`src/sv/pwlcs_pkg.sv`:
```
// Shared types and constants for the piecewise linear curve scaler.
package pwlcs_pkg;
	localparam int MAX_POINTS = 64;
	localparam int IDX_W = $clog2(MAX_POINTS);
	localparam int CNT_W = $clog2(MAX_POINTS + 1);
	localparam int QDEPTH = 2;
	localparam int QPTR_W = $clog2(QDEPTH);
	localparam int QCNT_W = $clog2(QDEPTH + 1);

	typedef enum logic [1:0] {
		ACT_CLEAR  = 2'd0,
		ACT_APPEND = 2'd1,
		ACT_QUERY  = 2'd2,
		ACT_NONE   = 2'd3
	} action_t;

	typedef enum logic [1:0] {
		ST_OK       = 2'd0,
		ST_NO_CURVE = 2'd1,
		ST_FULL     = 2'd2,
		ST_ORDER    = 2'd3
	} status_t;

	// Classified command handed from front to back.
	typedef struct packed {
		action_t     action;
		logic [15:0] point_accuracy;
		logic [15:0] point_ratio;
		logic [15:0] query_accuracy;
		logic [21:0] max_pp;
	} cmd_t;
endpackage

```
`src/sv/pwlcs_front.sv`:
```
// Input stage and command queue of the curve scaler.
module pwlcs_front (
	input  logic                 clk,
	input  logic                 arst_n,
	input  logic                 in_valid,
	output logic                 in_ready,
	input  pwlcs_pkg::cmd_t      in_cmd,
	output logic                 q_valid,
	input  logic                 q_ready,
	output pwlcs_pkg::cmd_t      q_cmd
);
	import pwlcs_pkg::*;

	cmd_t              mem_q [QDEPTH];
	logic [QPTR_W-1:0] wp_q, rp_q;
	logic [QCNT_W-1:0] cnt_q;
	logic              push, pop;

	assign in_ready = (cnt_q != QCNT_W'(QDEPTH));
	assign q_valid  = (cnt_q != '0);
	assign q_cmd    = mem_q[rp_q];
	assign push     = in_valid && in_ready;
	assign pop      = q_valid && q_ready;

	always_ff @(posedge clk) begin
		if (push) begin
			mem_q[wp_q] <= in_cmd;
		end
	end

	always_ff @(posedge clk or negedge arst_n) begin
		if (!arst_n) begin
			wp_q  <= '0;
			rp_q  <= '0;
			cnt_q <= '0;
		end else begin
			if (push) wp_q <= wp_q + 1'b1;
			if (pop) rp_q <= rp_q + 1'b1;
			cnt_q <= cnt_q + QCNT_W'(push) - QCNT_W'(pop);
		end
	end

`ifndef SYNTHESIS
	a_no_over: assert property (@(posedge clk) disable iff (!arst_n)
		cnt_q <= QCNT_W'(QDEPTH)) else $error("queue overflow");
	a_pop_ok: assert property (@(posedge clk) disable iff (!arst_n)
		pop |-> cnt_q != '0) else $error("pop from empty");
	a_cnt: assert property (@(posedge clk) disable iff (!arst_n)
		(push && !pop) |=> cnt_q == $past(cnt_q) + 1'b1) else $error("count");
`endif
endmodule

```
`config.mk`:
```
export PLATFORM = sky130hd
export DESIGN_NAME = pwlcs_front
export DESIGN_NICKNAME = d
export VERILOG_FILES = /design/src/sv/pwlcs_pkg.sv /design/src/sv/pwlcs_front.sv
export SDC_FILE = /design/constraint.sdc
export NUM_CORES = 1
export LEC_CHECK = 0
export BUFFER_PORTS_ARGS = -buffer_cell sky130_fd_sc_hd__buf_2
export CORE_MARGIN = 8
export CORE_UTILIZATION = 35
export CTS_CLUSTER_DIAMETER = 60
export CTS_CLUSTER_SIZE = 25
export DETAILED_ROUTE_END_ITERATION = 10
export PLACE_DENSITY = 0.6
export SLEW_MARGIN = 5
export SYNTH_ARGS = -nofsm -noshare
export SYNTH_HDL_FRONTEND = slang
export SYNTH_SLANG_ARGS = --single-unit
```
`constraint.sdc`:
```
create_clock -name clk -period 4.1 [get_ports clk]
set_clock_uncertainty 0.2 [all_clocks]
set_input_delay 0 -clock clk [delete_from_list [all_inputs] [get_ports clk]]
set_output_delay 0 -clock clk [all_outputs]
set_load 0.02 [all_outputs]
```
==> metrics.cfg <==
[critical_path]
r2r_slack_ns=1.98
cp_max_fo=73
r2r-end=mem_q[1][31]
endpoint_kind=output pin
cp.required_ns=3.90
r2r_cells=2
slowest_delay_ns=1.07
crit_type=reg -> out
cpMaxStageDelayCell=dfrtp_4
crit_arrival_ns=2.16
r2r_start=cnt_q[0]
crit_chain=mux2_2, buf_2
start_kind=flip-flop

[final_layout]
register_area_sq_um=4430
nets=561
layout_common_cells=buf_2 (149), edfxtp_1 (144), dlygate4sd3_1 (76)
area_growth_pct=41.5
diodes=0
drive_above_1_share=0.510
multi_input_area_sq_um=942
final_common_cell=buf_2
fill_cells=1262
post-route-util=0.507

[timing]
setup_viol=0
worstMarginPinSlew_ns=1.01
timing.final.crit_share=0.575
max_freq_ghz=0.424
rsz0062_at_grt=no
layout_min_cycle_time_ns=2.36
slew_viol_final=0
tns_ns=0
relSlewSlack=0.327
hold_violations=0

[route]
vias=3080
wl_per_cell_microns=16.1
finalWirelength_microns=11000
via_per_inst=4.50
first_pass_iters=4
drc=0
drtIter0Drc=144
final_antenna_net_count=0

[floorplan]
row_count=45
core_area_sq_um=15200
start_util=0.358
ios=150
fp.dieArea_sq_um=19800
die_w_microns=141
die_h_microns=141

[pwr]
ir_worst_vdd_mv=0.468
p_switching_mw=1.68
switching_share=0.313
power.density_nw_per_um2=698
combPwrFrac=0.293
internal_power_mw=3.69
seq_power_share=0.427
pwr-share-clk=0.280
p_leak_nw=2.91

[yosys]
yosys_warnings=0
synth_async_sr_flop_share=0.0270
yosys-top-cells-area=edfxtp_1 (79%), mux2_2 (15%), dfrtp_1 (1.8%), buf_6 (1.4%), xnor2_1 (0.48%)
yosysTopAreaCellShare=0.795
synth_top_area_cell=edfxtp_1
seq_area_frac_synth=0.813
synthesis.area_sq_um=5440
syn_nets=323
ys_seq_elements=148
synth_edf_count=144
syn_avg_cell_area_sq_um=22.1
synthCells=246
synthFlopType=edfxtp_1
synth_cell_types=18

[clocking]
cts_resized=0
insertion_delay_ns=0.41
numCtsBuffers=17
cts_tree=built
clockRootBuffer=clkbuf_16
cts.htree.levels=4
cts.reportedPaths.clkPinSlew_ns=0.06
cts_buffer_depth=2
cts.sinks=148

[min_path]
hold_path.startpoint=in_cmd[42]
hp-class=in -> reg
holdPathEnd=mem_q[1][42]
hold_depth=2

[global_routing]
grt_max_degree=74
grt_pass1_vias=3491
track_usage=0.115
antenna_found_initial=0
overflow=0
grt_pass1_wl_microns=17600

[placement]
dpl.hpwl_microns=6850
gp_congestion=0.719
io_buffers=149

[flow_run]
cap_violations=0

[outcome]
status=finished clean

==> per-stage QoR <==
step | hold WS (ns) | cells | area [sq um] | power, mW | setup WS (ns)
global route | 0.0934 | 684 | 7700 | 5.63 | 1.64
finish | 0.0978 | 684 | 7700 | 5.37 | 1.74
detailed placement | -0.390 | 577 | 6370 | 3.88 | 1.96
floorplan | -0.496 | 246 | 5440 | 3.39 | 0.788
global placement | -0.390 | 577 | 6370 | 3.86 | 2.00
CTS | 0.0819 | 684 | 7700 | 5.47 | 1.70
==> power groups by stage <==
stage,sequential (mW),combinational (mW),clock (mW)
global placement,2.32,1.54,0
CTS,2.31,1.61,1.55
detailed placement,2.34,1.54,0
floorplan,2.18,1.22,0
finish,2.30,1.57,1.51
global route,2.34,1.68,1.60
==> synth_stat cells (2+ instances only) <==
library cell  number
edfxtp_1         144
nor2_1             3
mux2_2            72
xnor2_1            3
nand2_1            2
dfrtp_1            4
buf_6              7
==> worst max path at each step <==
stage	start	endpoint	slack, ns	depth (start not counted)
finish	rp_q	q_cmd[22]	1.74	2
global route	rp_q	q_cmd[29]	1.64	2
CTS	rp_q	q_cmd[36]	1.70	2
detailed placement	cnt_q[0]	mem_q[1][24]	1.96	2
global placement	cnt_q[0]	mem_q[1][24]	2.00	2
floorplan	cnt_q[0]	mem_q[0][0]	0.79	3
==> state kept, by name, summed over array words and instances (netlist names) <==
| signal | cells |
|---|---|
| mem_q | 144 |
| cnt_q | 2 |
| rp_q | 1 |
| wp_q | 1 |
==> area by class of cell <==
type | instances | share of cell area
multi-input cells | 90 | 0.122
clock buffers | 20 | 0.0567
clock inverters | 11 | 0.0177
repair buffers | 227 | 0.198
flip-flops and latches | 148 | 0.575
well taps | 188 | 0.0305
==> repair_timing <==
item / 4_1_cts / 5_1_grt
hold buffers: 76 / 0
buffers inserted: 0 / 0
hold endpoints to repair: 152 / 0
==> kinds of logic (layout without fill, tap and decap cells) <==
| kind of cell | Yosys count | in the layout | share of synthesized area |
|---|---|---|---|
| flip-flops | 148 | 148 | 0.813 |
| multiplexers | 72 | 72 | 0.149 |
| AND/OR/NAND/NOR | 10 | 10 | 0.00897 |
| XOR/XNOR | 3 | 3 | 0.00483 |
| adder cells (fa/ha/maj) | 1 | 1 | 0.00230 |
| buffers and inverters | 8 | 258 | 0.0159 |
| AO/OA/AOI/OAI | 4 | 4 | 0.00575 |
==> critical path: cells and delay by family, from the launching register on <==
kind | cells | cell delay (ns)
muxes | 1 | 0.43
buffers and inverters | 1 | 0.16
DFF | 1 | 1.07
==> per-layer routing <==
| metal | track usage | up-vias | routed length, microns |
|---|---|---|---|
| met5 | 0 | - | 0 |
| met4 | 0.0475 | 0 | 123 |
| met3 | 0.0530 | 10 | 782 |
| met2 | 0.190 | 93 | 5540 |
| met1 | 0.127 | 1522 | 4600 |
| li1 | - | 1455 | - |
Note: power is estimated with default switching activity, not from simulation.
